### src/sv/svpwm_pkg.sv
// shared types, constants and helpers of the svpwm duty generator
package svpwm_pkg;

    localparam int QBITS   = 15;   // quotient bits of the duty offset
    localparam int REMW    = 51;   // width of |numerator| * period
    localparam int DENW    = 36;   // width of twice the denominator
    localparam int PHW     = 34;   // phase voltage width in q16 scaling
    localparam int DIV_STG = QBITS;
    localparam int FRONT_STG = 5;
    localparam int NSTG    = FRONT_STG + DIV_STG + 1;

    localparam logic signed [17:0] SQRT3_HALF_Q16 = 18'sd56756;
    localparam logic signed [18:0] SQRT3_Q16      = 19'sd113512;

    localparam logic [14:0] BUS_RESET     = 15'd6144;
    localparam logic [15:0] PERIOD_RESET  = 16'd4250;
    localparam logic [15:0] NEUTRAL_RESET = 16'd2125;

    typedef enum logic [1:0] {
        REG_BUS     = 2'd0,
        REG_PERIOD  = 2'd1,
        REG_NEUTRAL = 2'd2
    } cfg_index_t;

    typedef struct packed {
        logic [2:0][REMW-1:0]  rem;
        logic [2:0][QBITS-1:0] quo;
        logic [2:0]            neg;
        logic [DENW-1:0]       den2;
        logic                  zero;
        logic                  over;
        logic [2:0]            sector;
    } div_t;

    // sign pattern of u1, u2, u3 to sector number
    function automatic logic [2:0] sector_of(input logic [2:0] w);
        logic [2:0] s;
        case (w)
            3'd3:    s = 3'd1;
            3'd1:    s = 3'd2;
            3'd5:    s = 3'd3;
            3'd4:    s = 3'd4;
            3'd6:    s = 3'd5;
            3'd2:    s = 3'd6;
            default: s = 3'd0;
        endcase
        return s;
    endfunction

endpackage

### src/sv/svpwm_back.sv
// floor correction, neutral offset and clamp to the period
module svpwm_back (
    input  logic            aclk,
    input  logic            adv,
    input  svpwm_pkg::div_t div_in,
    input  logic [15:0]     pwm_period,
    input  logic [15:0]     neutral_count,
    output logic [15:0]     duty_a,
    output logic [15:0]     duty_b,
    output logic [15:0]     duty_c,
    output logic [2:0]      sector,
    output logic            overmodulated
);

    logic [2:0][15:0]   duty_next;
    logic signed [16:0] q17 [3];
    logic signed [16:0] off [3];
    logic signed [17:0] total [3];

    always_comb begin
        for (int i = 0; i < 3; i++) begin
            // negative quotients round toward minus infinity
            q17[i] = $signed({2'b0, div_in.quo[i]}) +
                     $signed({16'b0, div_in.rem[i] != '0 && div_in.neg[i]});
            off[i] = div_in.neg[i] ? -q17[i] : q17[i];
            if (div_in.zero) off[i] = 17'sd0;
            total[i] = $signed({2'b0, neutral_count}) + 18'(off[i]);
            if (total[i] < 18'sd0) begin
                duty_next[i] = 16'd0;
            end else if (total[i] > $signed({2'b0, pwm_period})) begin
                duty_next[i] = pwm_period;
            end else begin
                duty_next[i] = total[i][15:0];
            end
        end
    end

    always_ff @(posedge aclk) begin
        if (adv) begin
            duty_a        <= duty_next[0];
            duty_b        <= duty_next[1];
            duty_c        <= duty_next[2];
            sector        <= div_in.sector;
            overmodulated <= div_in.over;
        end
    end

endmodule

### config.mk
export PLATFORM = sky130hd
export DESIGN_NAME = svpwm_back
export DESIGN_NICKNAME = d
export VERILOG_FILES = /design/src/sv/svpwm_pkg.sv /design/src/sv/svpwm_back.sv
export SDC_FILE = /design/constraint.sdc
export NUM_CORES = 1
export LEC_CHECK = 0
export BUFFER_PORTS_ARGS = -buffer_cell sky130_fd_sc_hd__buf_2
export CELL_PAD_IN_SITES_DETAIL_PLACEMENT = 1
export CELL_PAD_IN_SITES_GLOBAL_PLACEMENT = 1
export CORE_MARGIN = 4
export CORE_UTILIZATION = 40
export DETAILED_ROUTE_END_ITERATION = 10
export PLACE_DENSITY = 0.92
export SYNTH_ARGS = -nofsm -noshare
export SYNTH_HDL_FRONTEND = slang
export SYNTH_SLANG_ARGS = --single-unit
### constraint.sdc
create_clock -name aclk -period 19.5 [get_ports aclk]
set_input_delay 1.95 -clock aclk [delete_from_list [all_inputs] [get_ports aclk]]
set_output_delay 1.95 -clock aclk [all_outputs]
set_load 0.03 [all_outputs]
==> results.json, run 1 <==
{
  "routed_wl_mm": 33.18,
  "wl_per_cell_um": 19.87,
  "gr-total-overflow": 0,
  "crit_family": "compound AO/OA/AOI/OAI gates",
  "setup_viol": 0,
  "p_sw_mw": 0.3097,
  "slew_headroom_pct": 23.52,
  "peakVddDrop_v": 0.00003611,
  "pwr-share-clk_pct": 12.8,
  "layout_setup_ws_ns": 10.16,
  "grt_pass1_wl_mm": 51.78,
  "final_util_pct": 48.77,
  "grt_pass1_vias": 10080,
  "synth.net_count": 1519,
  "die_h_um": 157.5,
  "comb_power_share_pct": 62.8,
  "critPathKind": "in2reg",
  "syn_area_per_cell_um2": 7.873,
  "yosys_warnings": 0,
  "synth_ff_type": "edfxtp_1",
  "drive_gt1_share_pct": 24.10,
  "yosys.area.top_type": "edfxtp_1",
  "finalCritPeriodShare_pct": 47.88,
  "final_cell_area_um2": 10680,
  "placed_area_um2": 10540,
  "dr.pass1.iters": 4,
  "num_vias": 9910,
  "worst_hold_slack_ns": 1.835,
  "intPower_mw": 0.3582,
  "status": "finished, final reports clean",
  "hold_buffers": 0,
  "io_pins": 328,
  "ys_async_sr_fraction_pct": 0,
  "dp_slack_ns": 9.810,
  "rows": 54,
  "dp_hpwl_mm": 28.91,
  "synth.area.mux_share_pct": 1.456,
  "cp.required_ns": 19.63,
  "fin_tns_setup_ns": 0,
  "synthAdderAreaFrac_pct": 15.37,
  "hold_violations": 0,
  "die_area_um2": 24800,
  "fmax_mhz": 107.1,
  "hold_path_depth": 1,
  "max-cap-violations": 0,
  "yosys.area_share.simple_pct": 25.23,
  "maxSlewViolCount": 0,
  "clkTransAtPathRegs_ns": 0.07,
  "power.density_nw_per_um2": 62.56,
  "synth_edf_count": 52,
  "fin_total_pwr_mw": 0.6679,
  "cts_root_buffer": "clkbuf_16",
  "tritoncts": "done",
  "netlist_area_um2": 8936,
  "diodes": 0,
  "antenna_found_initial": 1,
  "track_usage_pct": 25.72,
  "rsz0062_at_grt": "no",
  "layout_commonest_cell": "buf_2",
  "synth_top_family_by_area": "simple AND/OR/NAND/NOR gates",
  "clock_sinks": 52,
  "cts_buffer_depth": 2,
  "worstSetupStartpointType": "input port",
  "synth-seq-area-share_pct": 17.47,
  "slowest_stage": "o31ai_1",
  "leakagePower_nw": 4.753,
  "synth-xor-area-share_pct": 12.13,
  "tightest_slew_ns": 1.137,
  "core_area_um2": 21890,
  "synth_compound_area_share_pct": 23.93,
  "synth_cells": 1135,
  "ys_top_cells_by_area": "edfxtp_1, ha_1, xnor2_1, xor2_1, nor2_1",
  "ant_nets": 0,
  "dp_cells": 1662,
  "end_kind": "flop",
  "slowest_delay_ns": 0.95,
  "worstPathArrival_ns": 9.47,
  "fin_cells": 1670,
  "swShare_pct": 46.37,
  "cts-htree-levels": 2,
  "cts_setup_buffers": 0,
  "dieWidth_um": 157.5,
  "drtIter0Drc": 454,
  "critical_path.max_fanout": 9,
  "period_minus_slack_ns": 9.336,
  "path_depth": 29,
  "cp_num_buf_inv": 1,
  "gp_congestion": 0.9697,
  "cts-resized-gates": 0,
  "drc": 0,
  "hp-class": "in2reg",
  "layout_common_cells": "buf_2, ha_1, nor2_1, nand2_1, a21oi_1",
  "numCtsBuffers": 5,
  "start_util_pct": 40.82,
  "portBuffers": 291,
  "synth_cell_types": 87,
  "fin_nets": 1773,
  "grt_max_degree": 53,
  "seq_power_share_pct": 24.4,
  "area_delta_synth_final_pct": 19.48,
  "ys_ff_latch": 52,
  "netlist.area_leader.share_pct": 17.47,
  "viasPerCell": 5.934
}
synth_stat cells, types with 3 or more instances:
library cell and number:
nor4_2 3, ha_1 105, o21ai_1 26, a211oi_1 13, o31ai_1 8, a22oi_1 3
and4_1 6, a31o_1 3, o32a_1 3, nor2_1 104, inv_1 44, a21o_1 29
o211ai_1 10, xor2_1 45, buf_1 6, nand2b_1 3, or3_1 12, buf_6 3
nor3_1 38, fa_1 3, a221oi_1 4, o21ai_0 46, nor2b_1 4, mux2i_1 13
o21bai_1 9, a21boi_0 7, o21a_1 11, o31a_1 4, a211o_1 5, nand4_1 30
a31o_2 6, a31oi_1 16, edfxtp_1 52, nand2_1 80, nand3_1 59, and2_1 3
a21oi_1 75, o2111ai_1 3, or2_2 5, buf_2 15, clkbuf_1 20, xnor2_1 70
and3_1 27, buf_4 3, nor4_1 47
layout make-up:
cell class | instances | area (um^2)
multi-input cells | 992 | 6980
repair buffers | 294 | 1479
clock inverters | 2 | 11.26
flip-flops and latches | 52 | 1562
well taps | 280 | 350.3
inverters | 44 | 165.2
fillers | 2838 | 11210
clock buffers | 6 | 128.9
sequential cells by signal, summed over array words and instances, names as in the netlist:
signal and flops:
duty_c 16, duty_b 16, sector 3, overmodulated 1, duty_a 16
kinds of logic (layout without fill, tap and decap cells):
| family | after synthesis | count (layout) |
|---|---|---|
| buffers and inverters | 91 | 346 |
| flip-flops | 52 | 52 |
| AO/OA/AOI/OAI | 314 | 314 |
| AND/OR/NAND/NOR | 438 | 438 |
| XOR/XNOR | 119 | 119 |
| adder cells (fa/ha/maj) | 108 | 108 |
| multiplexers | 13 | 13 |
power by group through the flow:
stage	logic [mW]	clock network [mW]	registers, mW
after CTS	0.416	0.0869	0.164
after detailed placement	0.413	0	0.166
after floorplan	0.237	0	0.214
final	0.419	0.0855	0.163
after global routing	0.460	0.0911	0.165
after global placement	0.393	0	0.163
per-layer routing:
metal / vias up / share of wire, % / GRT usage, %
met5: - / 0 / 0
met4: 0 / 3.3 / 8.521
met3: 59 / 5.2 / 2.062
met2: 331 / 50 / 47.18
met1: 4703 / 42 / 31.70
li1: 4817 / - / -
final timing paths:
path | from | endpoint | slack (ns)
worst max-delay path | div_in[110] | duty_a[6] | 10.16
worst min-delay path | div_in[2] | sector[2] | 1.84
Note: power is estimated with default switching activity, not from simulation.
==> run 2: changes to the inputs <==
- CORE_UTILIZATION: 40 -> 33
- PLACE_DENSITY: 0.92 -> 0.81
- clock period: 19.5 -> 8.5 ns (I/O delays scaled with it)
==> results.json, run 2 (synthesis results as in run 1) <==
{
  "core_area_um2": 26350,
  "track_usage_pct": 21.09,
  "cts_buffer_depth": 2,
  "slew_headroom_pct": 36.33,
  "layout_common_cells": "buf_2, ha_1, nor2_1, nand2_1, a21oi_1",
  "ant_nets": 0,
  "tightest_slew_ns": 0.9516,
  "critical_path.max_fanout": 15,
  "layout_setup_ws_ns": 0.8896,
  "fin_tns_setup_ns": 0,
  "dp_cells": 1722,
  "rsz0062_at_grt": "no",
  "antenna_found_initial": 1,
  "hp-class": "in2reg",
  "slowest_stage": "a221oi_1",
  "top_regs": "duty_a x16, duty_b x16, duty_c x16",
  "worstPathArrival_ns": 7.74,
  "dp_hpwl_mm": 28.49,
  "viasPerCell": 5.758,
  "drtIter0Drc": 598,
  "start_util_pct": 33.91,
  "grt_pass1_vias": 10190,
  "cts_root_buffer": "clkbuf_16",
  "clkTransAtPathRegs_ns": 0.07,
  "final_util_pct": 40.94,
  "portBuffers": 291,
  "comb_power_share_pct": 63.0,
  "dp_slack_ns": 0.6037,
  "cts-resized-gates": 0,
  "gr-total-overflow": 0,
  "die_area_um2": 29780,
  "peakVddDrop_v": 0.00007765,
  "fmax_mhz": 131.4,
  "seq_power_share_pct": 24.1,
  "setup_viol": 0,
  "cp.required_ns": 8.63,
  "pwr-share-clk_pct": 13.0,
  "leakagePower_nw": 4.776,
  "swShare_pct": 46.58,
  "worstSetupStartpointType": "input port",
  "maxSlewViolCount": 0,
  "grt_pass1_wl_mm": 52.50,
  "slowest_delay_ns": 0.58,
  "wl_per_cell_um": 19.13,
  "finalCritPeriodShare_pct": 89.53,
  "grt_max_degree": 53,
  "layout_commonest_cell": "buf_2",
  "max-cap-violations": 0,
  "drive_gt1_share_pct": 24.44,
  "tritoncts": "done",
  "drc": 0,
  "fin_cells": 1731,
  "gp_congestion": 0.9094,
  "die_h_um": 172.6,
  "critPathKind": "in2reg",
  "hold_buffers": 0,
  "dieWidth_um": 172.6,
  "hold_violations": 0,
  "routed-wl-met2_mm": 15.97,
  "end_kind": "flop",
  "rows": 59,
  "io_pins": 328,
  "power.density_nw_per_um2": 143.4,
  "period_minus_slack_ns": 7.610,
  "cts_setup_buffers": 0,
  "fin_nets": 1778,
  "fin_total_pwr_mw": 1.547,
  "dr.pass1.iters": 5,
  "routed.top_layer": "met4",
  "wl_met3_mm": 1.879,
  "drt-met1-wl_mm": 14.13,
  "clock_sinks": 52,
  "p_sw_mw": 0.7205,
  "n_fill_cell": 3298,
  "area_delta_synth_final_pct": 20.74,
  "cts-htree-levels": 2,
  "num_vias": 9967,
  "numCtsBuffers": 5,
  "status": "finished, final reports clean",
  "routed_wl_mm": 33.11,
  "intPower_mw": 0.8262
}
## run 2: cell types whose count changed in the layout (fill, tap and decap cells not counted)
cell / before / now
clkbuf_1: 1 / 0
clkinvlp_4: 1 / 2
diode_2: 0 / 1
buf_4: 3 / 8
## run 2: worst max-delay path, delay by kind of cell
kind                     cells  cell delay (ns)
AND/OR/NAND/NOR             12             2.46
adder cells (fa/ha/maj)      4             1.16
XOR/XNOR                     3             0.57
buffers and inverters        3             0.49
multiplexers                 2             0.40
AO/OA/AOI/OAI                7             1.82
## run 2: worst paths after layout
kind	start	endpoint	slack, ns	depth (start not counted)
max	div_in[110]	duty_a[5]	0.89	31
min	div_in[1]	sector[1]	0.73	1
## run 2: layer usage
layer / track usage, % / up-vias
li1: - / 4819
met1: 26.71 / 4718
met2: 37.62 / 373
met3: 2.227 / 57
met4: 6.953 / 0
met5: 0 / -
## run 2: final cells by class
| cell class | instances | area (um^2) | share of cell area, % |
|---|---|---|---|
| tap | 335 | 419.2 | 3.885 |
| inverter | 44 | 165.2 | 1.531 |
| multi-input combinational | 992 | 6980 | 64.70 |
| clock buffer | 5 | 125.1 | 1.160 |
| timing repair buffer | 299 | 1516 | 14.06 |
| antenna | 1 | 2.502 | 0.02319 |
| clock inverter | 3 | 18.77 | 0.1740 |
| sequential | 52 | 1562 | 14.47 |
## run 2: metrics by stage
step | area, um^2 | hold WS, ns
after global placement | 10640 | 1.028
after global routing | 10790 | 0.7210
after detailed placement | 10640 | 1.029
after floorplan | 8936 | 0.9489
after CTS | 10790 | 0.7206
final | 10790 | 0.7255
## run 2: power groups by stage
stage	clock [mW]	sequential [mW]	combinational, mW
6_report	0.201	0.372	0.974
5_1_grt	0.214	0.377	1.07
4_1_cts	0.202	0.374	0.964
2_1_floorplan	0	0.490	0.544
3_5_place_dp	0	0.379	0.958
3_3_place_gp	0	0.376	0.921
