## src/sv/svpwm_pkg.sv

```systemverilog
// shared types, constants and helpers of the svpwm duty generator
package svpwm_pkg;

    localparam int QBITS   = 15;   // quotient bits of the duty offset
    localparam int REMW    = 51;   // width of |numerator| * period
    localparam int DENW    = 36;   // width of twice the denominator
    localparam int PHW     = 34;   // phase voltage width in q16 scaling
    localparam int DIV_STG = QBITS;
    localparam int FRONT_STG = 5;
    localparam int NSTG    = FRONT_STG + DIV_STG + 1;

    localparam logic signed [17:0] SQRT3_HALF_Q16 = 18'sd56756;
    localparam logic signed [18:0] SQRT3_Q16      = 19'sd113512;

    localparam logic [14:0] BUS_RESET     = 15'd6144;
    localparam logic [15:0] PERIOD_RESET  = 16'd4250;
    localparam logic [15:0] NEUTRAL_RESET = 16'd2125;

    typedef enum logic [1:0] {
        REG_BUS     = 2'd0,
        REG_PERIOD  = 2'd1,
        REG_NEUTRAL = 2'd2
    } cfg_index_t;

    typedef struct packed {
        logic [2:0][REMW-1:0]  rem;
        logic [2:0][QBITS-1:0] quo;
        logic [2:0]            neg;
        logic [DENW-1:0]       den2;
        logic                  zero;
        logic                  over;
        logic [2:0]            sector;
    } div_t;

    // sign pattern of u1, u2, u3 to sector number
    function automatic logic [2:0] sector_of(input logic [2:0] w);
        logic [2:0] s;
        case (w)
            3'd3:    s = 3'd1;
            3'd1:    s = 3'd2;
            3'd5:    s = 3'd3;
            3'd4:    s = 3'd4;
            3'd6:    s = 3'd5;
            3'd2:    s = 3'd6;
            default: s = 3'd0;
        endcase
        return s;
    endfunction

endpackage

```

## src/sv/svpwm_div_stage.sv

```systemverilog
// one restoring division step for the three phase lanes
module svpwm_div_stage #(
    parameter int BIT = 0
) (
    input  logic            aclk,
    input  logic            adv,
    input  svpwm_pkg::div_t div_in,
    output svpwm_pkg::div_t div_out
);

    localparam int REMW = svpwm_pkg::REMW;

    logic [REMW-1:0] dsh;
    svpwm_pkg::div_t div_next;

    always_comb begin
        dsh      = REMW'(div_in.den2) << BIT;
        div_next = div_in;
        for (int i = 0; i < 3; i++) begin
            if (div_in.rem[i] >= dsh) begin
                div_next.rem[i] = div_in.rem[i] - dsh;
                div_next.quo[i] = div_in.quo[i] |
                                  (svpwm_pkg::QBITS'(1) << BIT);
            end
        end
    end

    always_ff @(posedge aclk) begin
        if (adv) begin
            div_out <= div_next;
        end
    end

endmodule

```

## config.mk

```make
export PLATFORM = sky130hd
export DESIGN_NAME = svpwm_div_stage
export DESIGN_NICKNAME = d
export VERILOG_FILES = /design/src/sv/svpwm_pkg.sv /design/src/sv/svpwm_div_stage.sv
export SDC_FILE = /design/constraint.sdc
export NUM_CORES = 1
export LEC_CHECK = 0
export BUFFER_PORTS_ARGS = -buffer_cell sky130_fd_sc_hd__buf_2
export CAP_MARGIN = 10
export CELL_PAD_IN_SITES_DETAIL_PLACEMENT = 0
export CELL_PAD_IN_SITES_GLOBAL_PLACEMENT = 1
export CORE_ASPECT_RATIO = 0.8
export CORE_MARGIN = 2
export CORE_UTILIZATION = 43
export CTS_BUF_LIST = sky130_fd_sc_hd__clkbuf_16
export DETAILED_ROUTE_END_ITERATION = 10
export GPL_ROUTABILITY_DRIVEN = 0
export PLACE_DENSITY = 0.95
export SYNTH_ARGS = -nofsm -noshare
export SYNTH_HDL_FRONTEND = slang
export SYNTH_SLANG_ARGS = --single-unit
```

## constraint.sdc

```tcl
create_clock -name aclk -period 6.5 [get_ports aclk]
set_clock_uncertainty 0.05 [all_clocks]
set_input_delay 1.625 -clock aclk [delete_from_list [all_inputs] [get_ports aclk]]
set_output_delay 1.625 -clock aclk [all_outputs]
set_load 0.01 [all_outputs]
```

==> impl_metrics.toml, run 1 <==
[yosys]
synth_largest_area_cell = "edfxtp_1"
yosysWarnings = 0
synth_nets = 1932
async_reset_ff_share_pct = 0
postSynthAreaPerCell_um2 = 9.99
synth_edf_count = 242
synth.yosys.seq_area_share_pct = 46.1
synthFlopType = "edfxtp_1"
synth.area.top_cells = "edfxtp_1 (46%), ha_1 (8.6%), a21oi_1 (5.0%)"
syn_inst = 1577
syn_area_um2 = 15700
synth.distinct_cells = 75
ys_ff_latch = 242
yosys.area.top_type_share_pct = 46.1

[power_and_ir_drop]
power_density_nw_per_um2 = 241
peakVddDrop_uv = 194
total_power_mw = 4.68
cellLeakagePower_nw = 8.18

[hold_path]
worstHoldStart = "div_in[68]"
hold_class = "in -> reg"

[timing]
setup_tns_ps = 0
setup_viol = 0
timing.fmax_mhz = 198
tightest_slew_ps = 1150
fin_crit_sh_pct = 77.9
rsz0062_at_grt = "no"
slew_headroom_pct = 23.1
drv_slew = 0
min_period_ps = 5060
hold_violations = 0

[grt]
antenna_found_initial = 7
first_global_vias = 13700
groute.usage.overall_pct = 26.1
grt_overflow = 0
grt_start_max_net_pins = 109
grt_pass1_wl_mm = 76.9

[detailed_routing]
ant_nets = 0
route.vias.total = 14400
finalWirelength_mm = 52.3
drt-pass1-iter-count = 6
wl_per_cell_um = 20.6
drc = 0
dr.first_iter.drc_count = 1455
via_per_inst = 5.68

[worst_setup_path]
crit_arrival_ps = 5300
crit_path_end = "div_out[182]"
criticalPathCategory = "in -> reg"
critPathMaxFanout = 4
endpoint_kind = "flip-flop"
critical_path.startpoint = "div_in[5]"
required_ps = 6740
startpoint_type = "primary input"

[clock_network]
htreeDepth = 1
path_clk_slew_ps = 60
numCtsBuffers = 26
cts-root-buf = "clkbuf_16"
hold_buffers = 0
cts_tree = "done"
cts.sinks = 242
post_cts_buffers = 0
clock_path_buffers = 3
cts-resized-gates = 0

[place]
port_buffers = 485
hpwl_mm = 41.9

[die]
die_y_um = 175
floorplan.initialDensity_pct = 43.7
core-area_um2 = 36000
dieWidth_um = 218
rows = 62
ios = 486
fp.dieArea_um2 = 38200

[run_status]
outcome = "complete, no violations"

[final_layout]
layout-drive-gt1-share_pct = 27.6
largest_reg_flops = 242
area_growth_pct = 23.4
reg_top3 = "div_out: 242 flops"
nNetsFinal = 2388
regMostFlops = "div_out"

[flow_run]
maxCapViolations = 0
## worst min path at each step
stage,end,cells past startpoint
after floorplan,div_out[0],0
after global placement,div_out[67],1
after detailed placement,div_out[48],1
after CTS,div_out[67],1
after global routing,div_out[85],1
final,div_out[68],1
## worst max-delay path: stages
cell and delay [ps]:
buf_2 220, ha_1 240, inv_1 70, fa_1 430, a211oi_1 350, o21ai_0 170
a21oi_1 320, o21bai_1 180, a41oi_1 540, o31ai_1 300, a32o_1 350, o41ai_1 420
nand2_1 100
## metal layers
metal	GRT usage (%)	up-vias	wire [um]
met5	0	-	10
met4	7.09	2	1400
met3	5.10	98	4020
met2	43.6	648	24600
met1	34.5	6854	22200
li1	-	6777	-
## power breakdown
part	internal (mW)	switching (mW)	total, mW
Clock	0.798	0.620	1.42
Sequential	1.96	0.0567	2.01
Combinational	0.493	0.755	1.25
## kinds of logic after synthesis
logic type	after synthesis	synth area share [%]
AO/OA/AOI/OAI	473	18.5
AND/OR/NAND/NOR	456	14.2
flip-flops	242	46.1
XOR/XNOR	141	7.84
buffers and inverters	140	3.41
adder cells (fa/ha/maj)	111	8.96
multiplexers	14	0.993
## Yosys cell counts (8+ instances only)
cell type and instances:
clkbuf_1 51, mux2_2 13, or2_2 9, nand3_1 34, o21ai_0 132, nand2_1 156, a21o_1 40, edfxtp_1 242
a31oi_1 14, o21bai_1 25, a211oi_1 18, nor2_1 99, nand4_1 31, o21a_1 8, and3_1 15, inv_1 75
o211ai_1 17, nor4_1 18, a21oi_1 158, nor2b_1 11, or3_1 15, nand2b_1 14, o31ai_1 8, xnor2_1 77
ha_1 108, and2_1 10, xor2_1 64, nor3_1 18
## cell type report
| cell class | instances | area [um2] |
|---|---|---|
| antenna | 5 | 12.5 |
| clock buffer | 26 | 651 |
| clock inverter | 16 | 134 |
| fill | 3220 | 16600 |
| inverter | 76 | 288 |
| multi-input combinational | 1195 | 7960 |
| sequential | 242 | 7270 |
| tap | 480 | 601 |
| timing repair buffer | 492 | 2530 |
## per-stage QoR
stage / area [um2] / cells / util, % / setup slack [ps] / hold slack [ps]
3_3_place_gp: 18600 / 2485 / 51.8 / 1040 / 1750
5_1_grt: 19400 / 2532 / 54.0 / 1290 / 1150
4_1_cts: 19400 / 2527 / 54.0 / 1550 / 1160
6_report: 19400 / 2532 / 54.0 / 1440 / 1180
3_5_place_dp: 18600 / 2485 / 51.8 / 987 / 1750
2_1_floorplan: 15700 / 1577 / - / 1780 / 1670
## cells in the final DEF (no fill, tap or decap), types with 15 or more instances in the layout
cell / count
ha_1: 108
nand2_1: 156
edfxtp_1: 242
o211ai_1: 17
and3_1: 15
xnor2_1: 77
o21bai_1: 25
xor2_1: 64
inv_1: 79
a21oi_1: 158
buf_2: 484
o21ai_0: 132
nand4_1: 31
or3_1: 15
clkbuf_16: 26
nor3_1: 18
nor4_1: 18
nand3_1: 34
a21o_1: 40
nor2_1: 98
a211oi_1: 18
Power figures use the tool's default switching activity.
==> run 2: changes to the inputs <==
--- a/config.mk
+++ b/config.mk
@@ -11,11 +11,11 @@
 export CELL_PAD_IN_SITES_GLOBAL_PLACEMENT = 1
 export CORE_ASPECT_RATIO = 0.8
 export CORE_MARGIN = 2
-export CORE_UTILIZATION = 43
+export CORE_UTILIZATION = 40
 export CTS_BUF_LIST = sky130_fd_sc_hd__clkbuf_16
 export DETAILED_ROUTE_END_ITERATION = 10
 export GPL_ROUTABILITY_DRIVEN = 0
-export PLACE_DENSITY = 0.95
+export PLACE_DENSITY = 0.91
 export SYNTH_ARGS = -nofsm -noshare
 export SYNTH_HDL_FRONTEND = slang
 export SYNTH_SLANG_ARGS = --single-unit
==> constraint.sdc (replaced) <==
create_clock -name aclk -period 5.2 [get_ports aclk]
set_clock_uncertainty 0.05 [all_clocks]
set_input_delay 1.3 -clock aclk [delete_from_list [all_inputs] [get_ports aclk]]
set_output_delay 1.3 -clock aclk [all_outputs]
set_load 0.01 [all_outputs]
==> run 2 against run 1 <==
Critical path depth rose by 1. Utilization fell by 2.9 points. Clock-buffer cell count increased by 1. Cell count increased by 2.9%. Via count grew 0.53%. Setup slack worse by 740 ps. Clock power increased by 29%. Sequential share of layout area is 0.47 points lower. Wire length grew 1.8%. Power up 27%. Design area up 1.3%. Highest routed layer unchanged.
==> impl_metrics.toml, run 2 (synthesis gave the netlist of run 1 again) <==
[final_layout]
area_growth_pct = 25.0
multi_input_area_um2 = 7960
design_area_um2 = 19700
layout-drive-gt1-share_pct = 28.3
layout.cells.most_common = "buf_2"
largest_reg_flops = 242
regArea_um2 = 7270
reg_top3 = "div_out: 242 flops"
final_util_pct = 51.1
fill_cells = 3500
instances_no_fill = 2606
nNetsFinal = 2408
regMostFlops = "div_out"
layout_common_cells = "buf_2 (484), edfxtp_1 (242), a21oi_1 (158)"

[die]
core-area_um2 = 38500
die_y_um = 181
ios = 486
fp.dieArea_um2 = 41000
dieWidth_um = 226
rows = 64
floorplan.initialDensity_pct = 40.9

[grt]
antenna_found_initial = 13
grt_pass1_wl_mm = 78.4
grt_overflow = 0
first_global_vias = 13900
groute.usage.overall_pct = 24.8
grt_start_max_net_pins = 97

[timing]
setup_slack_ps = 694
slew_headroom_pct = 43.0
timing.fmax_mhz = 222
fin_crit_sh_pct = 86.6
min_period_ps = 4510
hold_violations = 0
setup_viol = 0
hold_ws_ps = 879
setup_tns_ps = 0
rsz0062_at_grt = "no"
drv_slew = 0
tightest_slew_ps = 855

[clock_network]
post_cts_buffers = 0
htreeDepth = 1
path_clk_slew_ps = 60
cts-resized-gates = 0
numCtsBuffers = 27
clock_path_buffers = 3
cts.sinks = 242
cts-root-buf = "clkbuf_16"
cts_tree = "done"
hold_buffers = 0

[worst_setup_path]
criticalPathCategory = "in -> reg"
cp_top_family = "compound AO/OA/AOI/OAI gates"
crit_arrival_ps = 4740
critPathMaxFanout = 4
critPathMaxStageDelay_ps = 430
endpoint_kind = "flip-flop"
startpoint_type = "primary input"
critPathBufInv = 3
crit_chain = "buf_2 > ha_1 > inv_1 > fa_1 > a211oi_1 > o21ai_0 > a21oi_1 > o21bai_1 > a41oi_1 > buf_4 > o31ai_1 > a32o_1 > nor4_1 > xor2_1"
crit_slowest_cell = "fa_1"
required_ps = 5430

[place]
port_buffers = 485
dp.cells = 2552
hpwl_mm = 43.0
pre_cts_ws_ps = 264
place_area_um2 = 18800

[detailed_routing]
drc = 0
ant_nets = 0
drt-pass1-iter-count = 5
route.vias.total = 14500
dr.first_iter.drc_count = 1291
finalWirelength_mm = 53.2
wl_per_cell_um = 20.4
via_per_inst = 5.55

[power_and_ir_drop]
power_density_nw_per_um2 = 301
peakVddDrop_uv = 241
total_power_mw = 5.92
cellLeakagePower_nw = 8.31

[hold_path]
hold_class = "in -> reg"

[run_status]
outcome = "complete, no violations"

[flow_run]
maxCapViolations = 0
## run 2: cell types whose count changed in the layout (fill, tap and decap cells not counted)
cell	change
buf_4	+19
inv_1	+3
clkinv_4	+2
diode_2	+2
clkbuf_16	+1
clkinv_1	-1
clkinv_2	+1
clkinv_8	-1
clkinvlp_4	-1
inv_6	+1
## run 2: final timing paths
path | startpoint | endpoint | slack [ps] | cells past startpoint
setup / recovery | div_in[5] | div_out[186] | 690 | 14
hold / removal | div_in[78] | div_out[78] | 880 | 1
## run 2: power by group
part	switching [mW]	internal (mW)
Combinational	0.956	0.629
Sequential	0.0614	2.45
Clock	0.793	1.04
## run 2: area by class of cell
type | count | share of cell area (%)
multi-input combinational | 1195 | 40.4
sequential | 242 | 36.9
timing repair buffer | 511 | 13.6
clock buffer | 27 | 3.43
tap | 528 | 3.36
inverter | 76 | 1.46
clock inverter | 20 | 0.756
antenna | 7 | 0.0890
## run 2: layer usage
| metal | global-route usage [%] | routed length, um | share of wire, % | vias to the layer above |
|---|---|---|---|---|
| li1 | - | - | - | 6836 |
| met1 | 31.8 | 22000 | 41 | 6876 |
| met2 | 42.1 | 25200 | 47 | 632 |
| met3 | 4.22 | 4000 | 7.5 | 103 |
| met4 | 8.64 | 1850 | 3.5 | 8 |
| met5 | 0 | 43 | 0.081 | - |
==> run 3: changes to the inputs <==
==> config.mk (replaced) <==
export PLATFORM = sky130hd
export DESIGN_NAME = svpwm_div_stage
export DESIGN_NICKNAME = d
export VERILOG_FILES = /design/src/sv/svpwm_pkg.sv /design/src/sv/svpwm_div_stage.sv
export SDC_FILE = /design/constraint.sdc
export NUM_CORES = 1
export LEC_CHECK = 0
export BUFFER_PORTS_ARGS = -buffer_cell sky130_fd_sc_hd__buf_2
export CAP_MARGIN = 10
export CORE_AREA = 2 2 186 188
export CTS_BUF_LIST = sky130_fd_sc_hd__clkbuf_16
export DETAILED_ROUTE_END_ITERATION = 10
export DIE_AREA = 0 0 188 190
export GPL_ROUTABILITY_DRIVEN = 0
export PLACE_DENSITY = 0.83
export SYNTH_ARGS = -nofsm -noshare
export SYNTH_HDL_FRONTEND = slang
export SYNTH_SLANG_ARGS = --single-unit
==> run 3 against run 2 <==
Cell count fell by 3.3%. Combinational power barely moved. Wire length rose by 0.83%. Via count rose by 2.1%. Design area fell by 0.76%. Flip-flop and latch count did not move. Setup slack got worse by 17 ps. Largest power group unchanged.
==> impl_metrics.toml, run 3 (synthesis gave the netlist of run 1 again) <==
[detailed_routing]
drc = 0
wl_per_cell_um = 21.3
ant_nets = 0
route.vias.total = 14800
via_per_inst = 5.86
drt-pass1-iter-count = 5
finalWirelength_mm = 53.6
dr.first_iter.drc_count = 1440

[hold_path]
whs_endpoint = "div_out[84]"
hold_depth = 1
hold_class = "in -> reg"
worstHoldStart = "div_in[84]"

[grt]
groute.usage.overall_pct = 28.4
grt_overflow = 0
grt_use_met1_pct = 34.0
grt_start_max_net_pins = 111
grt_pass1_wl_mm = 78.8
antenna_found_initial = 11
use_met2_pct = 49.1
grt_use_met3_pct = 6.40
first_global_vias = 14200
top_usage_layer = "met2"

[die]
rows = 68
ios = 486
fp.dieArea_um2 = 35700
die_y_um = 190
core-area_um2 = 33900
floorplan.initialDensity_pct = 46.4
dieWidth_um = 188

[flow_run]
maxCapViolations = 0

[place]
port_buffers = 485
dp.cells = 2471
place_area_um2 = 18700
hpwl_mm = 42.6

[timing]
drv_slew = 0
slew_headroom_pct = 43.6
timing.fmax_mhz = 221
hold_violations = 0
fin_crit_sh_pct = 87.0
setup_viol = 0
setup_tns_ps = 0
min_period_ps = 4520
tightest_slew_ps = 825
rsz0062_at_grt = "no"

[worst_setup_path]
endpoint_kind = "flip-flop"
critPathBufInv = 2
cp_top_family = "compound AO/OA/AOI/OAI gates"
critPathMaxFanout = 4
required_ps = 5420
crit_chain = "buf_2 > ha_1 > inv_1 > fa_1 > a211oi_1 > o21ai_0 > a21oi_1 > o21bai_1 > a41oi_1 > o31ai_1 > a32o_1 > nor4_1 > xor2_1"
path_depth = 13
crit_arrival_ps = 4740
startpoint_type = "primary input"
criticalPathCategory = "in -> reg"
critPathMaxStageDelay_ps = 530
crit_slowest_cell = "a41oi_1"

[clock_network]
hold_buffers = 0
cts-resized-gates = 0
cts-root-buf = "clkbuf_16"
cts_tree = "done"
numCtsBuffers = 27
path_clk_slew_ps = 70
cts.sinks = 242
post_cts_buffers = 0
htreeDepth = 1
clock_path_buffers = 3

[run_status]
outcome = "complete, no violations"

[final_layout]
layout-drive-gt1-share_pct = 28.1
largest_reg_flops = 242
regMostFlops = "div_out"
nNetsFinal = 2400
design_area_um2 = 19500
layout_common_cells = "buf_2 (484), edfxtp_1 (242), a21oi_1 (158)"
layout.cells.most_common = "buf_2"
reg_top3 = "div_out: 242 flops"
area_growth_pct = 24.1
instances_no_fill = 2521

[power_and_ir_drop]
peakVddDrop_uv = 230
power_density_nw_per_um2 = 305
cellLeakagePower_nw = 8.27
run 3: cell types whose count changed in the layout (fill, tap and decap cells not counted), sizes merged:
cell / change
clkinvlp: -1
buf: -8
bufinv: +1
inv: -4
run 3: report_power, final:
part / internal [mW] / leakage [nW] / switching [mW]
clock network: 1.08 / 0.422 / 0.774
logic: 0.625 / 5.48 / 0.964
registers: 2.45 / 2.37 / 0.0761
total: 4.15 / 8.27 / 1.81
run 3: cell type report:
class | count | area [um2]
fill | 2862 | 14400
multi-input combinational | 1195 | 7960
sequential | 242 | 7270
timing repair buffer | 503 | 2610
clock buffer | 27 | 676
tap | 455 | 569
inverter | 76 | 288
clock inverter | 16 | 150
antenna | 7 | 17.5
run 3: worst max path at each step:
stage | startpoint | end | slack [ps]
floorplan | div_in[89] | div_out[139] | 810
global placement | div_in[5] | div_out[182] | 430
detailed placement | div_in[5] | div_out[186] | 300
CTS | div_in[5] | div_out[186] | 850
global route | div_in[5] | div_out[186] | 510
finish | div_in[5] | div_out[186] | 680
run 3: per-stage QoR:
step | hold WS, ps | util, % | power, mW | worst slack [ps]
floorplan | 1350 | - | 3.44 | 809
finish | 884 | 57.5 | 5.96 | 677
global route | 870 | 57.5 | 6.20 | 507
CTS | 860 | 57.5 | 5.97 | 848
detailed placement | 1430 | 55.1 | 4.11 | 304
global placement | 1430 | 55.1 | 4.08 | 430
run 3: layer usage:
layer  share of wire, %  up-vias
li1                   -     6799
met1                 38     6904
met2                 48      886
met3                9.1      164
met4                4.6        8
met5              0.086        -
